**src/debug_packet_deframer_defines.svh**
```systemverilog
// ----------------------------------------------------------------------------
// debug_packet_deframer_defines
// assertion macros shared by the deframer modules
// ----------------------------------------------------------------------------
`ifndef DEBUG_PACKET_DEFRAMER_DEFINES_SVH
`define DEBUG_PACKET_DEFRAMER_DEFINES_SVH

`ifndef NO_ASSERTIONS

// property checked on every clock edge outside reset
`define DPD_ASSERT(label, clk, rst_n, prop) \
    label: assert property (@(posedge clk) disable iff (!rst_n) prop) \
        else $error("deframer assertion failed");

// property checked on the edge after a trigger
`define DPD_ASSERT_NEXT(label, clk, rst_n, trig, prop) \
    label: assert property (@(posedge clk) disable iff (!rst_n) (trig) |=> (prop)) \
        else $error("deframer assertion failed");

`else

`define DPD_ASSERT(label, clk, rst_n, prop)
`define DPD_ASSERT_NEXT(label, clk, rst_n, trig, prop)

`endif

`endif

```
**src/dpd_pkg.sv**
```systemverilog
// ----------------------------------------------------------------------------
// dpd_pkg
// types, codes and helpers for the debug packet deframer
// ----------------------------------------------------------------------------
package dpd_pkg;

    localparam int unsigned DATA_W          = 8;
    localparam int unsigned STATUS_W        = 3;
    localparam int unsigned PHASE_W         = 3;
    localparam int unsigned DIGITS_W        = 2;
    localparam int unsigned S_TDATA_W       = 8;
    localparam int unsigned M_TDATA_W       = 16;
    localparam int unsigned FIFO_DEPTH_DEF  = 4;

    // parse phases
    localparam logic [PHASE_W-1:0] PH_START    = 3'd0;
    localparam logic [PHASE_W-1:0] PH_PACKET   = 3'd1;
    localparam logic [PHASE_W-1:0] PH_ESCAPE   = 3'd2;
    localparam logic [PHASE_W-1:0] PH_CHECKSUM = 3'd3;
    localparam logic [PHASE_W-1:0] PH_DONE     = 3'd4;

    // verdict codes
    localparam logic [STATUS_W-1:0] ST_OK         = 3'd0;
    localparam logic [STATUS_W-1:0] ST_INCOMPLETE = 3'd1;
    localparam logic [STATUS_W-1:0] ST_DOLLAR     = 3'd2;
    localparam logic [STATUS_W-1:0] ST_BADDIGIT   = 3'd3;
    localparam logic [STATUS_W-1:0] ST_MISMATCH   = 3'd4;

    // framing characters
    localparam logic [DATA_W-1:0] CH_DOLLAR  = 8'h24;
    localparam logic [DATA_W-1:0] CH_HASH    = 8'h23;
    localparam logic [DATA_W-1:0] CH_ESCAPE  = 8'h7D;
    localparam logic [DATA_W-1:0] ESC_XOR    = 8'h20;
    localparam logic [DIGITS_W-1:0] DIGITS_RST = 2'd2;

    // results caused by one input byte
    typedef struct packed {
        logic                pay_vld;
        logic [DATA_W-1:0]   pay;
        logic                ver_vld;
        logic [STATUS_W-1:0] status;
    } dpd_entry_t;

    typedef struct packed {
        logic       ok;
        logic [3:0] value;
    } dpd_hex_t;

    function automatic dpd_hex_t hex_decode(input logic [DATA_W-1:0] c);
        dpd_hex_t h;
        h.ok    = 1'b1;
        h.value = 4'd0;
        if (c >= 8'h30 && c <= 8'h39)
            h.value = 4'(c - 8'h30);
        else if (c >= 8'h41 && c <= 8'h46)
            h.value = 4'(c - 8'h37);
        else if (c >= 8'h61 && c <= 8'h66)
            h.value = 4'(c - 8'h57);
        else
            h.ok = 1'b0;
        return h;
    endfunction

endpackage

```
**src/dpd_parser.sv**
```systemverilog
// ----------------------------------------------------------------------------
// dpd_parser
// input beat register, packet state and per-byte decode
// ----------------------------------------------------------------------------
`include "debug_packet_deframer_defines.svh"

module dpd_parser
    import dpd_pkg::*;
#(
    parameter int unsigned FIFO_DEPTH = FIFO_DEPTH_DEF,
    parameter int unsigned CNT_W = $clog2(FIFO_DEPTH + 1)
)
(
    input  logic              clk,
    input  logic              rst_n,
    input  logic              in_valid,
    output logic              in_ready,
    input  logic [DATA_W-1:0] in_byte,
    input  logic              in_last,
    input  logic [CNT_W-1:0]  fifo_level,
    output logic              push,
    output dpd_entry_t        push_entry
);

    logic                in_valid_reg;
    logic [DATA_W-1:0]   in_byte_reg;
    logic                in_last_reg;

    logic [PHASE_W-1:0]  phase_reg, phase_next, phase_s;
    logic [DATA_W-1:0]   run_sum_reg, run_sum_next, run_sum_s;
    logic [DATA_W-1:0]   rx_sum_reg, rx_sum_next, rx_sum_s;
    logic [DIGITS_W-1:0] digits_reg, digits_next, digits_s;
    logic [STATUS_W-1:0] err_reg, err_next, err_s;

    dpd_hex_t            hex;
    logic                pay_vld;
    logic [DATA_W-1:0]   pay;
    logic [STATUS_W-1:0] verdict;

    // room for the beat in flight and the one taken now
    assign in_ready = ({1'b0, fifo_level} + (CNT_W+1)'(in_valid_reg))
                      < (CNT_W+1)'(FIFO_DEPTH);

    always_ff @(posedge clk or negedge rst_n)
    begin
        if (!rst_n)
            in_valid_reg <= 1'b0;
        else
            in_valid_reg <= in_valid && in_ready;
    end

    always_ff @(posedge clk)
    begin
        if (in_valid && in_ready)
        begin
            in_byte_reg <= in_byte;
            in_last_reg <= in_last;
        end
    end

    assign hex = hex_decode(in_byte_reg);

    always_comb
    begin
        phase_s   = phase_reg;
        run_sum_s = run_sum_reg;
        rx_sum_s  = rx_sum_reg;
        digits_s  = digits_reg;
        err_s     = err_reg;
        pay_vld   = 1'b0;
        pay       = '0;
        if (err_reg == ST_OK)
        begin
            unique case (phase_reg)
                PH_START:
                begin
                    if (in_byte_reg == CH_DOLLAR)
                        phase_s = PH_PACKET;
                end
                PH_PACKET:
                begin
                    if (in_byte_reg == CH_DOLLAR)
                        err_s = ST_DOLLAR;
                    else if (in_byte_reg == CH_HASH)
                        phase_s = PH_CHECKSUM;
                    else
                    begin
                        if (in_byte_reg == CH_ESCAPE)
                            phase_s = PH_ESCAPE;
                        else
                        begin
                            pay_vld = 1'b1;
                            pay     = in_byte_reg;
                        end
                        run_sum_s = run_sum_reg + in_byte_reg;
                    end
                end
                PH_ESCAPE:
                begin
                    pay_vld   = 1'b1;
                    pay       = in_byte_reg ^ ESC_XOR;
                    run_sum_s = run_sum_reg + in_byte_reg;
                    phase_s   = PH_PACKET;
                end
                PH_CHECKSUM:
                begin
                    if (!hex.ok)
                        err_s = ST_BADDIGIT;
                    else
                    begin
                        rx_sum_s = {rx_sum_reg[DATA_W-5:0], hex.value};
                        digits_s = digits_reg - 2'd1;
                        if (digits_reg == 2'd1)
                            phase_s = PH_DONE;
                    end
                end
                default:
                begin
                end
            endcase
        end

        priority if (err_s != ST_OK)
            verdict = err_s;
        else if (phase_s != PH_DONE)
            verdict = ST_INCOMPLETE;
        else if (run_sum_s != rx_sum_s)
            verdict = ST_MISMATCH;
        else
            verdict = ST_OK;

        phase_next   = phase_reg;
        run_sum_next = run_sum_reg;
        rx_sum_next  = rx_sum_reg;
        digits_next  = digits_reg;
        err_next     = err_reg;
        if (in_valid_reg)
        begin
            if (in_last_reg)
            begin
                // buffer done: back to the reset state
                phase_next   = PH_START;
                run_sum_next = '0;
                rx_sum_next  = '0;
                digits_next  = DIGITS_RST;
                err_next     = ST_OK;
            end
            else
            begin
                phase_next   = phase_s;
                run_sum_next = run_sum_s;
                rx_sum_next  = rx_sum_s;
                digits_next  = digits_s;
                err_next     = err_s;
            end
        end
    end

    always_ff @(posedge clk or negedge rst_n)
    begin
        if (!rst_n)
        begin
            phase_reg   <= PH_START;
            run_sum_reg <= '0;
            rx_sum_reg  <= '0;
            digits_reg  <= DIGITS_RST;
            err_reg     <= ST_OK;
        end
        else
        begin
            phase_reg   <= phase_next;
            run_sum_reg <= run_sum_next;
            rx_sum_reg  <= rx_sum_next;
            digits_reg  <= digits_next;
            err_reg     <= err_next;
        end
    end

    assign push               = in_valid_reg && (pay_vld || in_last_reg);
    assign push_entry.pay_vld = pay_vld;
    assign push_entry.pay     = pay;
    assign push_entry.ver_vld = in_last_reg;
    assign push_entry.status  = verdict;

    `DPD_ASSERT(a_no_pay_after_error, clk, rst_n, (err_reg != ST_OK) |-> !pay_vld)
    `DPD_ASSERT_NEXT(a_reset_after_last, clk, rst_n, in_valid_reg && in_last_reg,
                     phase_reg == PH_START && err_reg == ST_OK && digits_reg == DIGITS_RST)
    `DPD_ASSERT(a_error_keeps_phase, clk, rst_n,
                (in_valid_reg && !in_last_reg && err_reg != ST_OK) |=> $stable(phase_reg))

endmodule

```
**src/dpd_out_queue.sv**
```systemverilog
// ----------------------------------------------------------------------------
// dpd_out_queue
// result queue; splits an entry into its payload and verdict beats
// ----------------------------------------------------------------------------
`include "debug_packet_deframer_defines.svh"

module dpd_out_queue
    import dpd_pkg::*;
#(
    parameter int unsigned FIFO_DEPTH = FIFO_DEPTH_DEF,
    parameter int unsigned CNT_W = $clog2(FIFO_DEPTH + 1)
)
(
    input  logic                 clk,
    input  logic                 rst_n,
    input  logic                 push,
    input  dpd_entry_t           push_entry,
    output logic [CNT_W-1:0]     level,
    output logic                 out_valid,
    input  logic                 out_ready,
    output logic [DATA_W-1:0]    out_byte,
    output logic [STATUS_W-1:0]  out_status,
    output logic                 out_last
);

    localparam int unsigned AW = (FIFO_DEPTH > 1) ? $clog2(FIFO_DEPTH) : 1;

    dpd_entry_t       mem_reg [FIFO_DEPTH];
    logic [AW-1:0]    wr_ptr_reg, wr_ptr_next;
    logic [AW-1:0]    rd_ptr_reg, rd_ptr_next;
    logic [CNT_W-1:0] count_reg, count_next;
    logic             second_reg, second_next;
    dpd_entry_t       head;
    logic             pay_beat;
    logic             pop;

    assign head      = mem_reg[rd_ptr_reg];
    assign out_valid = (count_reg != '0);
    // payload beat goes first, verdict beat follows it
    assign pay_beat  = head.pay_vld && !second_reg;
    assign out_byte  = pay_beat ? head.pay : '0;
    assign out_status = pay_beat ? ST_OK : head.status;
    assign out_last  = !pay_beat;
    assign pop       = out_valid && out_ready && (!pay_beat || !head.ver_vld);
    assign level     = count_reg;

    always_comb
    begin
        wr_ptr_next = wr_ptr_reg;
        rd_ptr_next = rd_ptr_reg;
        second_next = second_reg;
        count_next  = count_reg;
        if (push)
            wr_ptr_next = (wr_ptr_reg == AW'(FIFO_DEPTH - 1)) ? '0 : wr_ptr_reg + 1'b1;
        if (pop)
        begin
            rd_ptr_next = (rd_ptr_reg == AW'(FIFO_DEPTH - 1)) ? '0 : rd_ptr_reg + 1'b1;
            second_next = 1'b0;
        end
        else if (out_valid && out_ready)
            second_next = 1'b1;
        unique case ({push, pop})
            2'b10:   count_next = count_reg + 1'b1;
            2'b01:   count_next = count_reg - 1'b1;
            default: count_next = count_reg;
        endcase
    end

    always_ff @(posedge clk or negedge rst_n)
    begin
        if (!rst_n)
        begin
            wr_ptr_reg <= '0;
            rd_ptr_reg <= '0;
            count_reg  <= '0;
            second_reg <= 1'b0;
        end
        else
        begin
            wr_ptr_reg <= wr_ptr_next;
            rd_ptr_reg <= rd_ptr_next;
            count_reg  <= count_next;
            second_reg <= second_next;
        end
    end

    always_ff @(posedge clk)
    begin
        if (push)
            mem_reg[wr_ptr_reg] <= push_entry;
    end

    `DPD_ASSERT(a_no_overflow, clk, rst_n, push |-> (count_reg < CNT_W'(FIFO_DEPTH)) || pop)
    `DPD_ASSERT(a_head_has_beat, clk, rst_n, out_valid |-> (head.pay_vld || head.ver_vld))
    `DPD_ASSERT(a_second_only_verdict, clk, rst_n, second_reg |-> (out_valid && head.ver_vld))

endmodule

```
**src/debug_packet_deframer.sv**
```systemverilog
// path: an accepted byte is held in the parser's input beat register, then written into the result queue
// throughput: one byte per cycle while the result queue has room; a byte carrying both a payload and a verdict
//   needs two output beats, set by the single-read result queue
// reset: rst_n clears the parse state and empties the result queue at once
// ----------------------------------------------------------------------------
// debug_packet_deframer
// deframes $payload#hh debugger packets, one received byte per beat
// ----------------------------------------------------------------------------
module debug_packet_deframer
    import dpd_pkg::*;
#(
    parameter int unsigned FIFO_DEPTH = FIFO_DEPTH_DEF
)
(
    input  logic                 clk,
    input  logic                 rst_n,
    input  logic                 s_tvalid,
    output logic                 s_tready,
    input  logic [S_TDATA_W-1:0] s_tdata,   // [7:0] rx_byte
    input  logic                 s_tlast,   // buffer_end
    output logic                 m_tvalid,
    input  logic                 m_tready,
    output logic [M_TDATA_W-1:0] m_tdata,   // [7:0] payload_byte, [10:8] status, rest zero
    output logic                 m_tlast    // is_verdict
);

    localparam int unsigned CNT_W = $clog2(FIFO_DEPTH + 1);

    logic [CNT_W-1:0]    level;
    logic                push;
    dpd_entry_t          push_entry;
    logic [DATA_W-1:0]   out_byte;
    logic [STATUS_W-1:0] out_status;

    dpd_parser #(
        .CNT_W      (CNT_W),
        .FIFO_DEPTH (FIFO_DEPTH)
    ) u_parser (
        .clk        (clk),
        .rst_n      (rst_n),
        .in_valid   (s_tvalid),
        .in_ready   (s_tready),
        .in_byte    (s_tdata),
        .in_last    (s_tlast),
        .fifo_level (level),
        .push       (push),
        .push_entry (push_entry)
    );

    dpd_out_queue #(
        .FIFO_DEPTH (FIFO_DEPTH),
        .CNT_W      (CNT_W)
    ) u_out_queue (
        .clk        (clk),
        .rst_n      (rst_n),
        .push       (push),
        .push_entry (push_entry),
        .level      (level),
        .out_valid  (m_tvalid),
        .out_ready  (m_tready),
        .out_byte   (out_byte),
        .out_status (out_status),
        .out_last   (m_tlast)
    );

    assign m_tdata = {(M_TDATA_W - DATA_W - STATUS_W)'(0), out_status, out_byte};

endmodule

```
**config.mk**
```make
export PLATFORM = sky130hd
export DESIGN_NAME = debug_packet_deframer
export DESIGN_NICKNAME = d
export VERILOG_FILES = /design/src/dpd_pkg.sv /design/src/dpd_parser.sv /design/src/dpd_out_queue.sv /design/src/debug_packet_deframer.sv
export VERILOG_INCLUDE_DIRS = /design/src /design/src/src
export SDC_FILE = /design/constraint.sdc
export NUM_CORES = 1
export LEC_CHECK = 0
export ABC_AREA = 1
export BUFFER_PORTS_ARGS = -buffer_cell sky130_fd_sc_hd__buf_4
export CAP_MARGIN = 20
export CORE_ASPECT_RATIO = 0.75
export CORE_MARGIN = 1
export CORE_UTILIZATION = 65
export DETAILED_ROUTE_END_ITERATION = 7
export PLACE_DENSITY_LB_ADDON = 0.05
export SLEW_MARGIN = 40
export SYNTH_ARGS = -nofsm -noshare
export SYNTH_HDL_FRONTEND = slang
export SYNTH_SLANG_ARGS = --single-unit
```
**constraint.sdc**
```tcl
create_clock -name clk -period 4.4 [get_ports clk]
set_input_delay 0.44 -clock clk [delete_from_list [all_inputs] [get_ports clk]]
set_output_delay 0.44 -clock clk [all_outputs]
set_load 0.005 [all_outputs]
```
==> results of run 1 <==
[where the power goes]
part	switching, W	internal, W	leakage, nW
Combinational	0.000532	0.000319	1.41
Clock	0.000332	0.000219	0.0980
Sequential	0.0000941	0.00105	0.988
[stage by stage]
step,hold WS [ps],instances,util,cell area (um^2)
final,12.6,709,0.742,5540
after global routing,35.8,709,0.742,5540
after CTS,19.9,709,0.742,5540
after detailed placement,423,693,0.717,5350
after global placement,412,693,0.716,5350
after floorplan,144,581,-,5100
[worst paths after layout]
check,end,depth (start not counted)
worst max-delay path,u_out_queue.level[2]$_DFFE_PN0P_,18
worst min-delay path,u_parser.rx_sum_reg[4]$_DFFE_PN0P_,1
worst max register to register,u_out_queue.level[2]$_DFFE_PN0P_,18
worst min register to register,u_out_queue.level[0]$_DFFE_PN0P_,1
max in group asynchronous,u_parser.digits_reg[1]$_DFFE_PN1P_,1
min in group clk,u_parser.in_byte_reg[3]$_DFFE_PP_,1
[cell type report]
cell class              instances  area share
flip-flops and latches         94       0.480
inverters                      74      0.0502
clock buffers                   9      0.0224
well taps                     101      0.0228
repair buffers                 30      0.0407
multi-input cells             394       0.372
clock inverters                 7      0.0113
[cells by family (layout without fill, tap and decap cells)]
logic type | Yosys count | in the layout
AND/OR/NAND/NOR | 266 | 266
AO/OA/AOI/OAI | 98 | 98
flip-flops | 94 | 94
buffers and inverters | 93 | 120
adder cells (fa/ha/maj) | 20 | 20
XOR/XNOR | 5 | 5
other | 1 | 5
[placed cells by master (no fill, tap or decap), drive strengths merged]
cell type | synthesis | layout
buf | 7 | 30
edfxtp | 61 | 61
nand4 | 3 | 3
dfrtp | 32 | 32
o31ai | 1 | 1
nor2 | 71 | 71
a21oi | 22 | 22
clkinv | 1 | 4
conb | 1 | 5
fa | 2 | 2
a31o | 1 | 1
ha | 18 | 18
nand3b | 2 | 2
o21ai | 55 | 55
xor2 | 3 | 3
dfstp | 1 | 1
a21boi | 1 | 1
nor3 | 9 | 9
xnor2 | 2 | 2
nand3 | 33 | 33
o22ai | 15 | 15
inv | 73 | 77
a22oi | 1 | 1
a21o | 1 | 1
or2 | 2 | 2
clkbuf | 12 | 9
o21bai | 1 | 1
nand2 | 146 | 146
[metal layers]
metal  track usage  share of wire  wire [um]
met3        0.0532          0.070        792
met1         0.434           0.48       5410
met2         0.470           0.44       5010
met4        0.0700          0.012        133
met5             0              0          0
==> metrics.csv, run 1 <==
metric,value,unit
grt_pass1_wl,18800,um
ys_seq_elements,94,
synth_compound_area_frac,0.111,
path_max_fanout,7,
crit_path_top_delay_cell,edfxtp_1,
crit_family,adder cells,
area_growth,8.91,%
post-cts-setup-buffers,0,
holdBufCountCts,0,
fin_crit_sh,0.747,
drv_slew,0,
cts_tree,built,
pre_cts_ws,1210,ps
fin_crit,3290,ps
grt_overflow,0,
p_leak,2.50,nW
layout-drive-gt1-share,0.143,
clk_pin_slew,100,ps
wire_per_inst,16.0,um
power_per_cell_area,461,nW/um^2
die_h,78.6,um
viasPerCell,5.64,
finalHoldViolCount,0,
cp.required,4650,ps
synth-xor-area-share,0.00861,
critPathArrivalTime,3540,ps
critical-path-max-stage-delay,510,ps
final_nets,636,
yosysTopAreaCell,edfxtp_1,
synth_edf_count,61,
nFillCells,553,
synth_top_family_by_area,simple AND/OR/NAND/NOR gates,
core_area,7470,um^2
yosysTopAreaCellShare,0.360,
synthArstFlopShare,0.351,
htree_levels,3,
power.total,0.00255,W
antenna_left,0,
clock_skew,9.09,ps
cp-start-kind,register,
yosys-mux-area-fraction,0,
clockRootBuffer,clkbuf_8,
synthAdderAreaFrac,0.0522,
ys_seq_area_frac,0.523,
fin_ws,1110,ps
vias,3999,
die_w,104,um
status,"finished, final reports clean",
grt_pass1_vias,3749,
path_cells,inv_1 > ha_1 > inv_1 > nor2_1 > nand2_1 > nand4_1 > nand2_1 > inv_1 > nor2_1 > nand2_1 > nand2_1 > inv_1 > ha_1 > inv_1 > fa_1 > a21oi_1 > o21ai_0 > xor2_1,
yosysUniqueCellTypes,39,
clock_path_buffers,2,
syn_area,5080,um^2
yosysMostFrequentCell,nand2_1,
cap_violations,0,
worstMarginPinSlew,691,ps
yosys-top-cells-count,"133 x nand2_1, 66 x nor2_1, 63 x inv_1",
reg2reg_from,u_parser.in_byte_reg[1]$_DFFE_PP_,
startpoint,u_parser.in_byte_reg[1]$_DFFE_PP_,
critical_path.endpoint_type,register,
worstHoldPathType,input port to async pin,
io_pins,32,
die-area,8180,um^2
synthFlopType,edfxtp_1,
numClockSinks,94,
rows,27,
gp_congestion,0.917,
io_buffers,26,
syn_inst,577,
cts-buffers-inserted,9,
dr.pass1.iters,6,
synth_area_leaders,"edfxtp_1 36%, dfrtp_1 16%, nand2_1 9.8%, o21ai_0 4.9%, nor2_1 4.9%",
multi_input_area,2060,um^2
syn_avg_cell_area,8.81,um^2
max_freq,0.304,GHz
setup_tns,0,ps
dp_hpwl,8240,um
initial_core_util,0.681,
drc,0,
routed_wirelength,11300,um
insertion_delay,370,ps
finalSetupViolations,0,
crit_top_cell,inv_1,
grt_util_all_layers,0.298,
synth-simple-area-share,0.229,
crit_type,register to register,
yosysWarnings,0,
slew_headroom,0.539,
grt_setup_unrepaired,false,
r2r_slack,1110,ps
worst-path-buf-inv,5,
drt_iter0_drc,250,
antenna_found_initial,0,
grt_max_degree,34,
diodes,0,
regArea,2660,um^2
largest_register_ffs,52,
peakVddDrop,348,uV
ctsResizeCount,0,
Power figures use the tool's default switching activity.
==> inputs of run 2 (changes only) <==
CORE_UTILIZATION = 55   (was 65)
clock period = 2.7 ns   (was 4.4 ns; I/O delays follow)
==> run 2 against run 1 <==
Net effect: critical path depth shrank 1; largest cell class unchanged; final cell count grew 4.2%; combinational power grew 77%; first-iteration DRC count grew 0.80%; register-to-register slack lost 1000 ps.
==> metrics.csv, run 2 (synthesis results as in run 1) <==
metric,value,unit,change
power.total,0.00462,W,was 0.00255 W
die_w,113,um,was 104 um
gp_congestion,0.885,,was 0.917
finalSetupViolations,0,,unchanged
hold_slack,106,ps,was 12.6 ps
fin_crit_sh,0.967,,was 0.747
io_buffers,26,,unchanged
slew_headroom,0.626,,was 0.539
setup_tns,0,ps,unchanged
critical-path-max-stage-delay,410,ps,was 510 ps
regArea,2660,um^2,unchanged
p_sw_frac,0.336,,was 0.376
reg2reg_to,u_out_queue.level[2]$_DFFE_PN0P_,,unchanged
grt_pass1_wl,18500,um,was 18800 um
dp_cells,715,,was 693
cts-buffers-inserted,9,,unchanged
grt_util_all_layers,0.253,,was 0.298
crit_family,simple AND/OR/NAND/NOR gates,,was adder cells
fin_crit,2610,ps,was 3290 ps
worstHoldPathType,input port to register,,was input port to async pin
htree_levels,3,,unchanged
layout_commonest_cell,nand2_1,,unchanged
reg2reg_from,u_parser.in_byte_reg[0]$_DFFE_PP_,,was u_parser.in_byte_reg[1]$_DFFE_PP_
hp-start,s_tdata[4],,
max_freq,0.383,GHz,was 0.304 GHz
layout-drive-gt1-share,0.193,,was 0.143
peakVddDrop,509,uV,was 348 uV
antenna_left,0,,unchanged
final_nets,659,,was 636
worstRegToRegCells,17,,was 18
wire_per_inst,15.5,um,was 16.0 um
crit_type,register to register,,unchanged
final_cells,739,,was 709
clockRootBuffer,clkbuf_16,,was clkbuf_8
io_pins,32,,unchanged
final_util,0.676,,was 0.742
die_h,85.3,um,was 78.6 um
drt_iter0_drc,252,,was 250
clock_path_buffers,2,,unchanged
routed_wirelength,11500,um,was 11300 um
drc,0,,unchanged
crit_top_cell,nand2_1,,was inv_1
whs_endpoint,u_parser.in_byte_reg[4]$_DFFE_PP_,,
internal_power,0.00307,W,was 0.00159 W
dr.pass1.iters,5,,was 6
finalHoldViolCount,0,,unchanged
layout_common_cells,"133 x nand2_1, 63 x nor2_1, 61 x edfxtp_1, 59 x inv_1, 52 x buf_4",,"was 133 x nand2_1, 64 x nor2_1, 63 x inv_1, 61 x edfxtp_1, 50 x o21ai_0"
largest_register_ffs,52,,unchanged
numClockSinks,94,,unchanged
worstMarginPinSlew,557,ps,was 691 ps
viasPerCell,5.43,,was 5.64
cp.required,2920,ps,was 4650 ps
critPathArrivalTime,2830,ps,was 3540 ps
status,"finished, final reports clean",,unchanged
clock_skew,8.59,ps,was 9.09 ps
antenna_found_initial,0,,unchanged
multi_input_area,2120,um^2,was 2060 um^2
p_leak,2.65,nW,was 2.50 nW
power_switching,0.00155,W,was 0.000958 W
p_clk_frac,0.272,,was 0.216
clk_pin_slew,60,ps,was 100 ps
p_comb_frac,0.327,,was 0.334
grt_max_degree,34,,unchanged
cp-start-kind,register,,unchanged
nFillCells,695,,was 553
grt_overflow,0,,unchanged
grt_setup_unrepaired,true,,was false
drv_slew,0,,unchanged
path_max_fanout,4,,was 7
rows,29,,was 27
worst-path-buf-inv,4,,was 5
crit_path_top_delay_cell,edfxtp_1,,unchanged
area_growth,15.8,%,was 8.91%
critical_path.endpoint_type,register,,unchanged
grt_pass1_vias,3670,,was 3749
insertion_delay,340,ps,was 370 ps
hold_depth,1,,
diodes,0,,unchanged
dp_hpwl,8000,um,was 8240 um
core_area,8710,um^2,was 7470 um^2
power_per_cell_area,785,nW/um^2,was 461 nW/um^2
power_frac_seq,0.401,,was 0.450
r2r_slack,90,ps,was 1110 ps
vias,4014,,was 3999
cts_tree,built,,unchanged
initial_core_util,0.584,,was 0.681
die-area,9640,um^2,was 8180 um^2
cap_violations,0,,unchanged
path_cells,ha_2 > inv_1 > nor3_2 > nand2_1 > nand4_1 > nand2_1 > inv_2 > nor2_2 > nand2_1 > nand2_1 > inv_2 > ha_1 > inv_1 > fa_2 > a21oi_1 > o21ai_1 > xor2_1,,was inv_1 > ha_1 > inv_1 > nor2_1 > nand2_1 > nand4_1 > nand2_1 > inv_1 > nor2_1 > nand2_1 > nand2_1 > inv_1 > ha_1 > inv_1 > fa_1 > a21oi_1 > o21ai_0 > xor2_1
## run 2: layer usage
layer,share of wire,vias up,GRT usage
met4,0.014,0,0.0694
li1,-,1992,-
met2,0.43,138,0.368
met3,0.069,15,0.0629
met5,0,-,0
met1,0.49,1869,0.377
## run 2: area by class of cell
class                      instances  area share
clock buffer                      12      0.0419
clock inverter                     4     0.00808
inverter                          74      0.0472
multi-input combinational        394       0.360
sequential                        94       0.452
tap                              108      0.0230
timing repair buffer              53      0.0680
## run 2: worst max-delay path by stage
stage	startpoint	endpoint	slack [ps]	cells past startpoint
finish	u_parser.in_byte_reg[0]$_DFFE_PP_	u_out_queue.level[2]$_DFFE_PN0P_	90	17
global route	u_parser.in_byte_reg[0]$_DFFE_PP_	u_out_queue.level[2]$_DFFE_PN0P_	-40	17
detailed placement	u_parser.in_byte_reg[0]$_DFFE_PP_	u_out_queue.level[2]$_DFFE_PN0P_	10	18
floorplan	u_parser.in_byte_reg[1]$_DFFE_PP_	u_out_queue.level[2]$_DFFE_PN0P_	30	18
global placement	u_parser.in_byte_reg[0]$_DFFE_PP_	u_out_queue.level[2]$_DFFE_PN0P_	110	18
CTS	u_parser.in_byte_reg[5]$_DFFE_PP_	u_out_queue.level[2]$_DFFE_PN0P_	10	16
## run 2: timing repair
item,4_1_cts,5_1_grt
buffers inserted,1,6
setup endpoints to repair,1,6
resized for setup,0,19
endpoints found under the hold margin,32,0
pin swaps,0,7
gates cloned,0,0
hold buffers,1,0
## run 2: metrics by stage
stage | setup slack (ps) | cell area, um^2
2_1_floorplan | 30.8 | 5100
3_3_place_gp | 109 | 5470
3_5_place_dp | 14.5 | 5470
4_1_cts | 12.6 | 5780
5_1_grt | -36.1 | 5890
6_report | 88.2 | 5890
## run 2: worst register-to-register path, delay by kind of cell (launching register included)
| kind | cells | cell delay [ps] |
|---|---|---|
| AOI/OAI and AO/OA | 2 | 220 |
| xor gates and xnor gates | 1 | 150 |
| adders and majority gates | 3 | 700 |
| buffers and inverters | 4 | 260 |
| DFF | 1 | 410 |
| and+or+nand+nor | 7 | 750 |
## run 2: power groups by stage
stage | combinational [W] | sequential [W] | clock (W)
2_1_floorplan | 0.000937 | 0.00183 | 0
3_3_place_gp | 0.00144 | 0.00187 | 0
3_5_place_dp | 0.00146 | 0.00188 | 0
4_1_cts | 0.00148 | 0.00185 | 0.00128
5_1_grt | 0.00171 | 0.00187 | 0.00133
6_report | 0.00151 | 0.00185 | 0.00126
